==> config.mk <==
export PLATFORM = sky130hd
export DESIGN_NAME = wildcard_byte_pattern_scanner_top_flat
export DESIGN_NICKNAME = d
export VERILOG_FILES = /design/src/hdl/wbps_pkg.sv /design/src/hdl/wbps_req_if.sv /design/src/hdl/wbps_rsp_if.sv /design/src/hdl/wildcard_byte_pattern_scanner_top.sv /design/src/hdl/wbps_cell.sv /design/src/hdl/wbps_out_buffer.sv /design/src/flat_wrapper.sv
export SDC_FILE = /design/constraint.sdc
export NUM_CORES = 1
export LEC_CHECK = 0
export CORE_MARGIN = 2
export CORE_UTILIZATION = 65
export CTS_BUF_LIST = sky130_fd_sc_hd__clkbuf_2 sky130_fd_sc_hd__clkbuf_4 sky130_fd_sc_hd__clkbuf_8
export DETAILED_ROUTE_END_ITERATION = 10
export DONT_BUFFER_PORTS = 1
export PLACE_DENSITY = 0.82
export SYNTH_ARGS = -nofsm -noshare
export SYNTH_HDL_FRONTEND = slang
export SYNTH_SLANG_ARGS = --single-unit
==> constraint.sdc <==
create_clock -name clock -period 20.5 [get_ports clock]
set_input_delay 4.1 -clock clock [delete_from_list [all_inputs] [get_ports clock]]
set_output_delay 4.1 -clock clock [all_outputs]
set_load 0.05 [all_outputs]
==> src/hdl/wbps_pkg.sv <==
// Shared constants and types of the wildcard byte pattern scanner.
`default_nettype none

package wbps_pkg;

   localparam int MAX_PATTERN_BYTES = 16;
   localparam int ADDRESS_BITS      = 47;
   localparam int WINDOW_DEPTH      = MAX_PATTERN_BYTES - 1;
   localparam int POS_BITS          = $clog2(MAX_PATTERN_BYTES);
   localparam int LENGTH_BITS       = 5;
   localparam int WILD_BITS         = 8;
   localparam int COUNT_BITS        = 22;
   localparam int NUMBER_BITS       = 21;
   localparam int CSR_DATA_BITS     = 64;
   localparam int CSR_INDEX_BITS    = 3;
   localparam int PATTERN_WORD_BYTES = CSR_DATA_BITS / 8;

   localparam logic [COUNT_BITS-1:0] LIMIT_CAP = COUNT_BITS'(2097152);

   typedef enum logic [CSR_INDEX_BITS-1:0] {
      CSR_PATTERN_LOW  = 3'd0,
      CSR_PATTERN_HIGH = 3'd1,
      CSR_PATTERN_LEN  = 3'd2,
      CSR_WILDCARD     = 3'd3,
      CSR_MATCH_LIMIT  = 3'd4
   } csr_index_type;

   // Control handed to every window cell in the same cycle.
   typedef struct packed {
      logic advance;
      logic flush;
   } cell_ctrl_type;

   typedef struct packed {
      logic [ADDRESS_BITS-1:0] match_address;
      logic [NUMBER_BITS-1:0]  match_number;
      logic                    limit_reached;
   } result_type;

endpackage

`default_nettype wire

==> src/hdl/wbps_req_if.sv <==
// Input channel of the scanner: one memory byte per word.
`default_nettype none

interface wbps_req_if import wbps_pkg::*; ();
   logic                    valid;
   logic                    ready;
   logic [7:0]              byte_value;
   logic [ADDRESS_BITS-1:0] byte_address;
   logic                    segment_start;
   logic                    scan_start;

   modport source (output valid, byte_value, byte_address, segment_start, scan_start,
                   input ready);
   modport sink   (input valid, byte_value, byte_address, segment_start, scan_start,
                   output ready);
endinterface

`default_nettype wire

==> src/hdl/wbps_rsp_if.sv <==
// Result channel of the scanner: one reported match per word.
`default_nettype none

interface wbps_rsp_if import wbps_pkg::*; ();
   logic                    valid;
   logic                    ready;
   logic [ADDRESS_BITS-1:0] match_address;
   logic [NUMBER_BITS-1:0]  match_number;
   logic                    limit_reached;

   modport source (output valid, match_address, match_number, limit_reached,
                   input ready);
   modport sink   (input valid, match_address, match_number, limit_reached,
                   output ready);
endinterface

`default_nettype wire

==> src/hdl/wildcard_byte_pattern_scanner_top.sv <==
// Top level of the wildcard byte pattern scanner: configuration, window chain and match tally.
`default_nettype none

// Channel   Direction  Handshake             Payload
// req_chan  in         valid / ready         byte_value, byte_address, segment_start, scan_start
// rsp_chan  out        valid / ready         match_address, match_number, limit_reached
// csr_*     in         csr_write_enable      csr_index, csr_write_data (write only)
//
// Every accepted word is compared in the cycle it is accepted, and a match is written to
// the result buffer at that same edge, so one word per cycle is sustained while the skid
// register is empty; the rate is set by the window cell chain shift and the parallel compare.
// A result is visible on rsp_chan in the cycle after its byte is accepted when the output
// register is free or being taken; otherwise it waits in the skid register behind it.
// Synchronous reset empties the window, the match counter and the result buffer, and
// restores the configuration defaults. The input keeps accepting while one result waits;
// it stalls in every cycle in which the skid register is full, even if the output register
// is being taken in that cycle, since ready is driven from the registered skid state alone.

module wildcard_byte_pattern_scanner_top import wbps_pkg::*; (
   input  wire logic                      clock,
   input  wire logic                      reset,
   wbps_req_if.sink                       req_chan,
   wbps_rsp_if.source                     rsp_chan,
   input  wire logic                      csr_write_enable,
   input  wire logic [CSR_INDEX_BITS-1:0] csr_index,
   input  wire logic [CSR_DATA_BITS-1:0]  csr_write_data
);

   // Configuration registers.
   logic [CSR_DATA_BITS-1:0] pattern_low_ff;
   logic [CSR_DATA_BITS-1:0] pattern_high_ff;
   logic [LENGTH_BITS-1:0]   pattern_length_ff;
   logic [WILD_BITS-1:0]     wildcard_ff;
   logic [COUNT_BITS-1:0]    match_limit_ff;

   always_ff @(posedge clock) begin
      if (reset) begin
         pattern_low_ff    <= '0;
         pattern_high_ff   <= '0;
         pattern_length_ff <= LENGTH_BITS'(1);
         wildcard_ff       <= '0;
         match_limit_ff    <= LIMIT_CAP;
      end else if (csr_write_enable) begin
         case (csr_index_type'(csr_index))
            CSR_PATTERN_LOW:  pattern_low_ff    <= csr_write_data;
            CSR_PATTERN_HIGH: pattern_high_ff   <= csr_write_data;
            CSR_PATTERN_LEN:  pattern_length_ff <= csr_write_data[LENGTH_BITS-1:0];
            CSR_WILDCARD:     wildcard_ff       <= csr_write_data[WILD_BITS-1:0];
            CSR_MATCH_LIMIT:  match_limit_ff    <= csr_write_data[COUNT_BITS-1:0];
            default: begin
            end
         endcase
      end
   end

   // The length is clamped into one to the window size plus one; the limit to its cap.
   logic [LENGTH_BITS-1:0] length_eff;
   logic [COUNT_BITS-1:0]  limit_eff;

   always_comb begin
      if (pattern_length_ff == '0) begin
         length_eff = LENGTH_BITS'(1);
      end else if (pattern_length_ff > LENGTH_BITS'(MAX_PATTERN_BYTES)) begin
         length_eff = LENGTH_BITS'(MAX_PATTERN_BYTES);
      end else begin
         length_eff = pattern_length_ff;
      end
      limit_eff = (match_limit_ff > LIMIT_CAP) ? LIMIT_CAP : match_limit_ff;
   end

   // Pattern bytes are realigned so that position j back from the current byte meets
   // pattern byte length-1-j; positions at or beyond the length are unused.
   logic [7:0]                   pattern_bytes [MAX_PATTERN_BYTES];
   logic [7:0]                   aligned_byte  [MAX_PATTERN_BYTES];
   logic [MAX_PATTERN_BYTES-1:0] position_used;
   logic [LENGTH_BITS-1:0]       pick [MAX_PATTERN_BYTES];

   always_comb begin
      for (int i = 0; i < MAX_PATTERN_BYTES; i++) begin
         if (i < PATTERN_WORD_BYTES) begin
            pattern_bytes[i] = pattern_low_ff[(i % PATTERN_WORD_BYTES) * 8 +: 8];
         end else begin
            pattern_bytes[i] = pattern_high_ff[(i % PATTERN_WORD_BYTES) * 8 +: 8];
         end
      end
      for (int j = 0; j < MAX_PATTERN_BYTES; j++) begin
         position_used[j] = LENGTH_BITS'(j) < length_eff;
         pick[j]          = length_eff - LENGTH_BITS'(1) - LENGTH_BITS'(j);
         aligned_byte[j]  = pattern_bytes[pick[j][POS_BITS-1:0]];
      end
   end

   // Handshake and window control.
   logic          can_accept;
   logic          fire;
   logic          clear_window;
   cell_ctrl_type cell_ctrl;

   assign req_chan.ready = can_accept;
   assign fire           = req_chan.valid && can_accept;
   assign clear_window   = req_chan.segment_start || req_chan.scan_start;

   assign cell_ctrl.advance = fire;
   assign cell_ctrl.flush   = fire && clear_window;

   // Window cell chain: cell k holds the byte k+1 words back in the current span.
   logic [7:0]              held_byte  [WINDOW_DEPTH];
   logic [WINDOW_DEPTH-1:0] held_valid;
   logic [WINDOW_DEPTH-1:0] cell_hit;
   logic [7:0]              link_byte  [WINDOW_DEPTH];
   logic [WINDOW_DEPTH-1:0] link_valid;

   for (genvar k = 0; k < WINDOW_DEPTH; k++) begin : g_cell
      if (k == 0) begin : g_head
         assign link_byte[k]  = req_chan.byte_value;
         assign link_valid[k] = 1'b1;
      end else begin : g_body
         assign link_byte[k]  = held_byte[k-1];
         assign link_valid[k] = held_valid[k-1] && !cell_ctrl.flush;
      end

      wbps_cell u_cell (
         .clock          (clock),
         .reset          (reset),
         .ctrl           (cell_ctrl),
         .prev_byte      (link_byte[k]),
         .prev_valid     (link_valid[k]),
         .pattern_byte   (aligned_byte[k+1]),
         .wildcard_value (wildcard_ff),
         .used           (position_used[k+1]),
         .held_byte      (held_byte[k]),
         .held_valid     (held_valid[k]),
         .hit            (cell_hit[k])
      );
   end

   // The current byte always takes the last pattern position.
   logic current_hit;
   logic full_hit;

   assign current_hit = (aligned_byte[0] == wildcard_ff)
                        || (req_chan.byte_value == aligned_byte[0]);
   assign full_hit    = current_hit && (&cell_hit);

   // Match tally: a new scan restarts the count before this word is judged.
   logic [COUNT_BITS-1:0] match_counter_ff;
   logic [COUNT_BITS-1:0] match_counter_in;
   logic [COUNT_BITS-1:0] counter_eff;
   logic [COUNT_BITS-1:0] counter_next;
   logic                  push;
   result_type            push_data;

   always_comb begin
      counter_eff  = req_chan.scan_start ? '0 : match_counter_ff;
      counter_next = counter_eff + COUNT_BITS'(1);
      push         = fire && full_hit && (counter_eff < limit_eff);

      match_counter_in = match_counter_ff;
      if (fire) begin
         match_counter_in = push ? counter_next : counter_eff;
      end

      push_data.match_address = req_chan.byte_address
                                - ADDRESS_BITS'(length_eff - LENGTH_BITS'(1));
      push_data.match_number  = counter_eff[NUMBER_BITS-1:0];
      push_data.limit_reached = (counter_next == limit_eff);
   end

   always_ff @(posedge clock) begin
      if (reset) begin
         match_counter_ff <= '0;
      end else begin
         match_counter_ff <= match_counter_in;
      end
   end

   wbps_out_buffer u_out_buffer (
      .clock      (clock),
      .reset      (reset),
      .push       (push),
      .push_data  (push_data),
      .can_accept (can_accept),
      .rsp_chan   (rsp_chan)
   );

   a_counter_capped: assert property (@(posedge clock) disable iff (reset)
      match_counter_ff <= LIMIT_CAP)
      else $error("match counter beyond the limit cap");

   a_counter_steps: assert property (@(posedge clock) disable iff (reset)
      push |=> (match_counter_ff == $past(counter_next)))
      else $error("match counter did not advance with a reported match");

   a_zero_limit_silent: assert property (@(posedge clock) disable iff (reset)
      (limit_eff == '0) |-> !push)
      else $error("match reported with a zero match limit");

   a_scan_restart: assert property (@(posedge clock) disable iff (reset)
      (fire && req_chan.scan_start && !push) |=> (match_counter_ff == '0))
      else $error("scan start did not clear the match counter");

endmodule

`default_nettype wire

==> src/hdl/wbps_cell.sv <==
// One window cell: holds a past byte and compares it with its aligned pattern byte.
`default_nettype none

module wbps_cell import wbps_pkg::*; (
   input  wire logic                 clock,
   input  wire logic                 reset,
   input  wire cell_ctrl_type        ctrl,
   input  wire logic [7:0]           prev_byte,
   input  wire logic                 prev_valid,
   input  wire logic [7:0]           pattern_byte,
   input  wire logic [WILD_BITS-1:0] wildcard_value,
   input  wire logic                 used,
   output logic [7:0]                held_byte,
   output logic                      held_valid,
   output logic                      hit
);

   logic [7:0] byte_ff;
   logic [7:0] byte_in;
   logic       valid_ff;
   logic       valid_in;

   always_comb begin
      byte_in  = ctrl.advance ? prev_byte : byte_ff;
      valid_in = ctrl.advance ? prev_valid : valid_ff;
   end

   always_ff @(posedge clock) begin
      if (reset) begin
         valid_ff <= 1'b0;
      end else begin
         valid_ff <= valid_in;
      end
   end

   always_ff @(posedge clock) begin
      byte_ff <= byte_in;
   end

   // A flushed window holds nothing, so a used position then fails even on a wildcard.
   assign hit = !used
                || (valid_ff && !ctrl.flush
                    && ((pattern_byte == wildcard_value) || (byte_ff == pattern_byte)));

   assign held_byte  = byte_ff;
   assign held_valid = valid_ff;

endmodule

`default_nettype wire

==> src/hdl/wbps_out_buffer.sv <==
// Two-word result buffer: an output register backed by a skid register.
`default_nettype none

module wbps_out_buffer import wbps_pkg::*; (
   input  wire logic       clock,
   input  wire logic       reset,
   input  wire logic       push,
   input  wire result_type push_data,
   output logic            can_accept,
   wbps_rsp_if.source      rsp_chan
);

   result_type out_ff, out_in;
   result_type skid_ff, skid_in;
   logic       out_valid_ff, out_valid_in;
   logic       skid_valid_ff, skid_valid_in;
   logic       pop;

   assign pop = out_valid_ff && rsp_chan.ready;

   always_comb begin
      out_in        = out_ff;
      skid_in       = skid_ff;
      out_valid_in  = out_valid_ff;
      skid_valid_in = skid_valid_ff;
      if (pop) begin
         if (skid_valid_ff) begin
            out_in        = skid_ff;
            skid_valid_in = 1'b0;
         end else begin
            out_valid_in = 1'b0;
         end
      end
      if (push) begin
         if (!out_valid_in) begin
            out_in       = push_data;
            out_valid_in = 1'b1;
         end else begin
            skid_in       = push_data;
            skid_valid_in = 1'b1;
         end
      end
   end

   always_ff @(posedge clock) begin
      if (reset) begin
         out_valid_ff  <= 1'b0;
         skid_valid_ff <= 1'b0;
      end else begin
         out_valid_ff  <= out_valid_in;
         skid_valid_ff <= skid_valid_in;
      end
   end

   always_ff @(posedge clock) begin
      out_ff  <= out_in;
      skid_ff <= skid_in;
   end

   assign can_accept             = !skid_valid_ff;
   assign rsp_chan.valid         = out_valid_ff;
   assign rsp_chan.match_address = out_ff.match_address;
   assign rsp_chan.match_number  = out_ff.match_number;
   assign rsp_chan.limit_reached = out_ff.limit_reached;

   a_skid_behind_out: assert property (@(posedge clock) disable iff (reset)
      skid_valid_ff |-> out_valid_ff)
      else $error("skid register holds a word while the output register is empty");

   a_no_push_when_full: assert property (@(posedge clock) disable iff (reset)
      push |-> !skid_valid_ff)
      else $error("result pushed while both buffer registers are full");

   a_stalled_word_kept: assert property (@(posedge clock) disable iff (reset)
      (out_valid_ff && !rsp_chan.ready) |=> (out_valid_ff && $stable(out_ff)))
      else $error("stalled result word changed or vanished");

endmodule

`default_nettype wire
==> src/flat_wrapper.sv <==
// flat-port wrapper written by rule: the top's interface ports become plain ports
module wildcard_byte_pattern_scanner_top_flat import wbps_pkg::*;
  (clock, reset, csr_write_enable, csr_index, csr_write_data, req_chan_valid, req_chan_byte_value, req_chan_byte_address, req_chan_segment_start, req_chan_scan_start, req_chan_ready, rsp_chan_valid, rsp_chan_match_address, rsp_chan_match_number, rsp_chan_limit_reached, rsp_chan_ready);
  wbps_req_if req_chan_i ();
  wbps_rsp_if rsp_chan_i ();
  input  wire logic clock;
  input  wire logic reset;
  input  wire logic csr_write_enable;
  input  wire logic [CSR_INDEX_BITS-1:0] csr_index;
  input  wire logic [CSR_DATA_BITS-1:0] csr_write_data;
  input wire logic [$bits(req_chan_i.valid)-1:0] req_chan_valid;
  input wire logic [$bits(req_chan_i.byte_value)-1:0] req_chan_byte_value;
  input wire logic [$bits(req_chan_i.byte_address)-1:0] req_chan_byte_address;
  input wire logic [$bits(req_chan_i.segment_start)-1:0] req_chan_segment_start;
  input wire logic [$bits(req_chan_i.scan_start)-1:0] req_chan_scan_start;
  output wire logic [$bits(req_chan_i.ready)-1:0] req_chan_ready;
  output wire logic [$bits(rsp_chan_i.valid)-1:0] rsp_chan_valid;
  output wire logic [$bits(rsp_chan_i.match_address)-1:0] rsp_chan_match_address;
  output wire logic [$bits(rsp_chan_i.match_number)-1:0] rsp_chan_match_number;
  output wire logic [$bits(rsp_chan_i.limit_reached)-1:0] rsp_chan_limit_reached;
  input wire logic [$bits(rsp_chan_i.ready)-1:0] rsp_chan_ready;
  assign req_chan_i.valid = req_chan_valid;
  assign req_chan_i.byte_value = req_chan_byte_value;
  assign req_chan_i.byte_address = req_chan_byte_address;
  assign req_chan_i.segment_start = req_chan_segment_start;
  assign req_chan_i.scan_start = req_chan_scan_start;
  assign req_chan_ready = req_chan_i.ready;
  assign rsp_chan_valid = rsp_chan_i.valid;
  assign rsp_chan_match_address = rsp_chan_i.match_address;
  assign rsp_chan_match_number = rsp_chan_i.match_number;
  assign rsp_chan_limit_reached = rsp_chan_i.limit_reached;
  assign rsp_chan_i.ready = rsp_chan_ready;
  wildcard_byte_pattern_scanner_top u_core (.clock(clock), .reset(reset), .req_chan(req_chan_i), .rsp_chan(rsp_chan_i), .csr_write_enable(csr_write_enable), .csr_index(csr_index), .csr_write_data(csr_write_data));
endmodule
# After elaboration in Yosys (flattened, before gate mapping)
# Index checks and enable logic that the tools add are counted.
op_classes:
  n_reduce_logical: 94
  n_eq_ne: 37
  magnitude_cmp: 34
  add_sub_neg: 19
  n_mux: 63
  bitwise: 16
op_table:
  columns: ["operator", "count"]
  rows:
  - ["8-bit binary-select mux with 4-bit select", 16]
  - ["69-bit two-way mux", 4]
  - ["8-bit == test", 32]
  - ["8-bit two-way mux", 32]
  - ["5-bit >= comparator, second input constant", 16]
  - ["4-bit inverter with 5-bit output", 16]
  - ["22-bit two-way mux", 3]
  - ["47-bit subtractor", 1]
  - ["4-bit by 5-bit less-than comparator with 1-bit output, first input constant", 8]
  - ["1-bit logical AND", 36]
  - ["1-bit logical OR", 32]
  - ["4-bit subtractor, second input constant", 8]
  - ["22-bit by 1-bit adder with 22-bit output, second input constant", 1]
  - ["22-bit == test", 1]
  - ["22-bit > comparator, second input constant", 1]
  - ["22-bit less-than comparator", 1]
  - ["3-bit by 5-bit less-than comparator with 1-bit output, first input constant", 4]
  - ["1-bit logical NOT", 17]
  - ["4-bit by 3-bit subtractor with 4-bit output, second input constant", 4]
  - ["15-bit AND reduction", 1]
  - ["2-bit AND reduction", 6]
  - ["2-bit by 5-bit less-than comparator with 1-bit output, first input constant", 2]
  - ["5-bit two-way mux", 2]
  - ["4-bit by 1-bit subtractor with 4-bit output, second input constant", 2]
  - ["other kinds (10)", 17]
word_totals:
  word_cells: 307
  out_inout_bits: 71
  inputBits: 129
  reg_bits: 460

# Longest topological paths before layout
depth:
  word_depth: 18
  ltp_mapped: 29
  mapped_depth_nobuf: 19

# Hierarchy
# Synthesis repeated with hierarchy kept, for this count alone.
unflattened:
  cells_unflattened: 2991
  area_unflattened_um2: 29354.4
modules_own_cells:
  columns: ["module", "cells_per_inst", "area_per_inst_um2", "n_inst", "seq_area_each_um2"]
  rows:
  - ["wildcard_byte_pattern_scanner_top", 2014, 17011.3, 1, 3703.6]
  - ["wbps_cell", 34, 464.2, 15, 260.2]
  - ["wbps_out_buffer", 467, 5380.2, 1, 3493.4]

# Worst setup path before layout
# No wires, ideal clock.
synth_path:
  path_kind: "in2reg"
  startpoint: "input req_chan_scan_start"
  endpoint: "register u_core.u_out_buffer.skid_ff[0] in the netlist's numbering, enable pin"
  required_time_ns: 20.003
  cell_stages: 20
  slack_ns: 10.003
  setup_time_ns: 0.497
  t_arrival_ns: 10.001
  cell_sequence: "clkbuf_1 -> clkbuf_1 -> clkbuf_1 -> nand2b_1 -> inv_1 -> ha_1 -> nor2b_1 -> o21a_1 -> o21a_1 -> o21a_1 -> o21a_1 -> o21a_1 -> o21a_1 -> o21ai_0 -> a221oi_1 -> nand4_1 -> nand3_1 -> nand4bb_1 -> nand4bb_1 -> nor2_1"
synth_between:
  word_cells_on_any_way: 55
  cone_classes: "order compare (1); mux (1); reduce/logical (53)"
synth_lines:
  columns: ["element", "line", "text"]
  rows:
  - ["start, declared", "flat_wrapper.sv:15", "input wire logic [$bits(req_chan_i.scan_start)-1:0] req_chan_scan_start;"]
  - ["22-bit two-way mux", "wildcard_byte_pattern_scanner_top.sv:154", "counter_eff = req_chan.scan_start ? '0 : match_counter_ff;"]
  - ["net u_core.counter_eff[1]", "wildcard_byte_pattern_scanner_top.sv:148", "logic [COUNT_BITS-1:0] counter_eff;"]
  - ["22-bit less-than comparator", "wildcard_byte_pattern_scanner_top.sv:156", "push = fire && full_hit && (counter_eff < limit_eff);"]
  - ["1-bit logical AND", "wildcard_byte_pattern_scanner_top.sv:156", null]
  - ["2-bit AND reduction (no line)", null, null]
  - ["end signal, assigned", "wbps_out_buffer.sv:57", "skid_ff <= skid_in;"]
  - ["end, declared", "wbps_out_buffer.sv:14", "result_type skid_ff, skid_in;"]
# The timed path passes the listed nets, and every way through them passes these cells.
# A chain may end at the register's enable or synchronous reset.

==> out/qor.txt <==
DRC = 0
CP arrival = 9.98 ns
Core Util, Final = 0.701
Post-synth ARST share = 0
Leakage = 11.3 nW
Routed length per instance = 28.4 um
Pwr Total = 2.53 mW
Layout fillers = 3,271
Met2 Track Usage GR = 0.613
Total track usage = 0.415
PwrDens = 79.5 nW/um^2
Setup Fix Bufs, Post-CTS = 0
Antenna viol nets, final = 0
Place WS = 11.16 ns
Post_cts resized = 0
Initial drt markers = 3,665
IO buf count = 0
Final Max Slew Viols = 0
Initial core utilization = 0.658
Tightest Pin Transition = 1.35 ns
Critical Path Slowest Stage Cell = dfxtp_1
Average cell area after synthesis = 10.2 um^2
Area Growth Syn to Fin = 6.56%
Final worst path period share = 0.460
Pin count of the biggest net entering global routing = 210
Number of buffers created by CTS = 76
Hold depth = 2
GR Overflow Total = 0
Yosys reg bits = 460
DP HPWL = 72,800 um
Status = complete, no violations
Min setup slack post-route = 11.08 ns
CP max FO = 69
Std cell rows = 78
Number of synthesized flops with an enable pin = 189
Clk_skew = 0.0348 ns
Proportion of layout cells with a drive suffix above 1 = 0.156
Hold Path Class = reg -> reg
# setup viols final = 0
Die area = 47,700 um^2
CP startpoint kind = flip-flop
Cts hold-fix bufs = 0
Max-cap check violation count = 0
Busiest layer in global routing = met2
RR Startpoint = u_core.pattern_length_ff[2]
Setup Total Neg Slack = 0 ns
Post-Route WL = 99,600 um
Fmax achieved = 106 MHz
Post-synth top flop = dfxtp_1
Hold path start = u_core.g_cell[6].u_cell.held_valid
Reg clk slew, reported paths = 0.07 ns
Crit path max-delay family = simple AND/OR/NAND/NOR gates
Final RePlAce weighted congestion = 1.10
Worst slew margin = 0.0973
Cell variety after synth = 84
RR Endpoint = u_core.u_out_buffer.rsp_chan.match_address[38]
Vias = 24,900
Area occupied by multi-input gates = 17,800 um^2
Met3 GRT Util = 0.139
Register area = 11,100 um^2
Sequential area share after synthesis = 0.372
Final nets = 3,050
Synth warn = 0
Root buf cell = clkbuf_8
Number of cells on the critical path = 19
Clock Sinks = 460
Kind of critical path = reg -> reg
Hold Vio Cnt, Final = 0
Final min period = 9.42 ns
Syn Std Cell Area = 29,900 um^2
Met1 usage = 0.554
Ports = 200
Max incr delay on CP = 1.03 ns
Gate Count Post-Synth = 2,915
CTS H-tree depth = 3
Unrepaired setup endpoints after global routing = no
Crit path cell chain = nor4_4, nor2_4, ha_1, xnor2_4, inv_2, ha_1, a31oi_1, o32a_1, nand3_1, nand2_1, a211oi_1, o21ai_0, nand4_1, or4_1, a221o_1, a2111oi_4, buf_4, nand2_4, mux2_1
Core Region = 45,400 um^2
R2R depth = 19
Mapped Nets = 3,123
DR pass1 iterations = 10
Most used cell, CP = ha_1
Clk_lat worst skew = 0.69 ns
Data required, critical path = 21.05 ns
Initial antenna violation count = 3
Fin Hold WS = 0.469 ns
Vias per inst = 7.12
Clock buffer depth = 3
Die height = 218 um
Endpoint, Worst Hold = u_core.g_cell[6].u_cell.held_valid
Setup crit end kind = flip-flop
Max VDD drop = 0.0841 mV
Die width = 218 um
Vias in the first global route = 23,600
TritonCTS clock tree = done
First-pass GRT wire length = 148,000 um
Buf+Inv Stages, Crit Path = 2
R2R setup slack = 11.08 ns
## worst register-to-register path: cells and delay by family (launching register included)
kind	cells	cell delay [ns]
adders and majority gates	2	0.92
DFF	1	1.03
AOI/OAI and AO/OA	6	1.96
muxes	1	0.66
and+or+nand+nor	7	3.35
xor gates and xnor gates	1	0.36
buffers and inverters	2	1.00
## layout make-up
| class | count | area share |
|---|---|---|
| Antenna cell | 3 | 0.000236 |
| Clock buffer | 111 | 0.0445 |
| Clock inverter | 24 | 0.00555 |
| Inverter | 76 | 0.00913 |
| Multi-Input combinational cell | 2195 | 0.560 |
| Sequential cell | 460 | 0.349 |
| Tap cell | 600 | 0.0236 |
| Timing Repair Buffer | 33 | 0.00779 |
## Yosys cell counts, drive strengths merged (35+ instances only)
master	instances	area, um^2
mux2i	124	1240
nand3	68	340
a21oi	242	1210
inv	74	280
dfxtp	271	5430
nor3	35	180
edfxtp	189	5680
nand2	412	1550
a21o	44	330
o21ai	68	344
xnor2	246	2170
xor2	67	587
mux2	126	1420
buf	67	303
nor2	76	298
mux4	170	3830
nand4	63	394
clkbuf	117	439
a211oi	43	338
ha	78	976
## state kept, by name, indices dropped and copies added, names as in the netlist
register and flops:
u_core.g_cell.u_cell.held_byte 120, u_core.g_cell.u_cell.held_valid 15, u_core.match_counter_ff 22, u_core.match_limit_ff 22
u_core.pattern_high_ff 64, u_core.pattern_length_ff 5, u_core.pattern_low_ff 64, u_core.u_out_buffer.rsp_chan.limit_reached 1
u_core.u_out_buffer.rsp_chan.match_address 47, u_core.u_out_buffer.rsp_chan.match_number 21, u_core.u_out_buffer.rsp_chan.valid 1, u_core.u_out_buffer.skid_ff 69
u_core.u_out_buffer.skid_valid_ff 1, u_core.wildcard_ff 8
## metal layers
metal	vias to the layer above	wire, um
met2	1669	43200
met5	-	32
li1	10700	-
met1	12200	37300
met4	4	5270
met3	327	13800
## cell families after synthesis
group,synth area share
buffers and inverters,0.0345
AND/OR/NAND/NOR,0.131
XOR/XNOR,0.0925
adder cells (fa/ha/maj),0.0344
flip-flops,0.372
AO/OA/AOI/OAI,0.118
multiplexers,0.217
## placed cells by master, fill, tap and decap left out, types with 34 or more instances in the layout
cell	instances
nand2_1	410
dfxtp_1	266
xnor2_1	242
a21oi_1	241
edfxtp_1	189
mux4_2	170
mux2i_1	124
clkbuf_8	93
ha_1	78
mux2_2	77
nor2_1	70
inv_1	68
xor2_1	67
nand3_1	66
o21ai_0	64
nand4_1	63
mux2_1	49
a21o_1	44
a211oi_1	40
nor3_1	34
and3_1	34
or3_1	34
## stage by stage
| step | instances | instance area, um^2 |
|---|---|---|
| finish | 3502 | 31800 |
| global route | 3500 | 31800 |
| CTS | 3499 | 31800 |
| detailed placement | 3364 | 30200 |
| global placement | 3364 | 30200 |
| floorplan | 2915 | 29900 |
## worst max path at each step
stage,start,to
floorplan,req_chan_scan_start,u_core.u_out_buffer.skid_ff[0]
global placement,req_chan_valid,u_core.u_out_buffer.rsp_chan.match_address[36]
detailed placement,req_chan_valid,u_core.u_out_buffer.rsp_chan.match_address[38]
CTS,u_core.pattern_length_ff[2],u_core.u_out_buffer.rsp_chan.match_address[38]
global route,u_core.pattern_length_ff[2],u_core.u_out_buffer.rsp_chan.match_address[38]
finish,u_core.pattern_length_ff[2],u_core.u_out_buffer.rsp_chan.match_address[38]
## power breakdown
| group | total [mW] | switching (mW) | internal (mW) |
|---|---|---|---|
| clock | 0.856 | 0.387 | 0.469 |
| sequential | 1.29 | 0.248 | 1.04 |
| combinational | 0.388 | 0.209 | 0.179 |
Note: power is estimated with default switching activity, not from simulation.
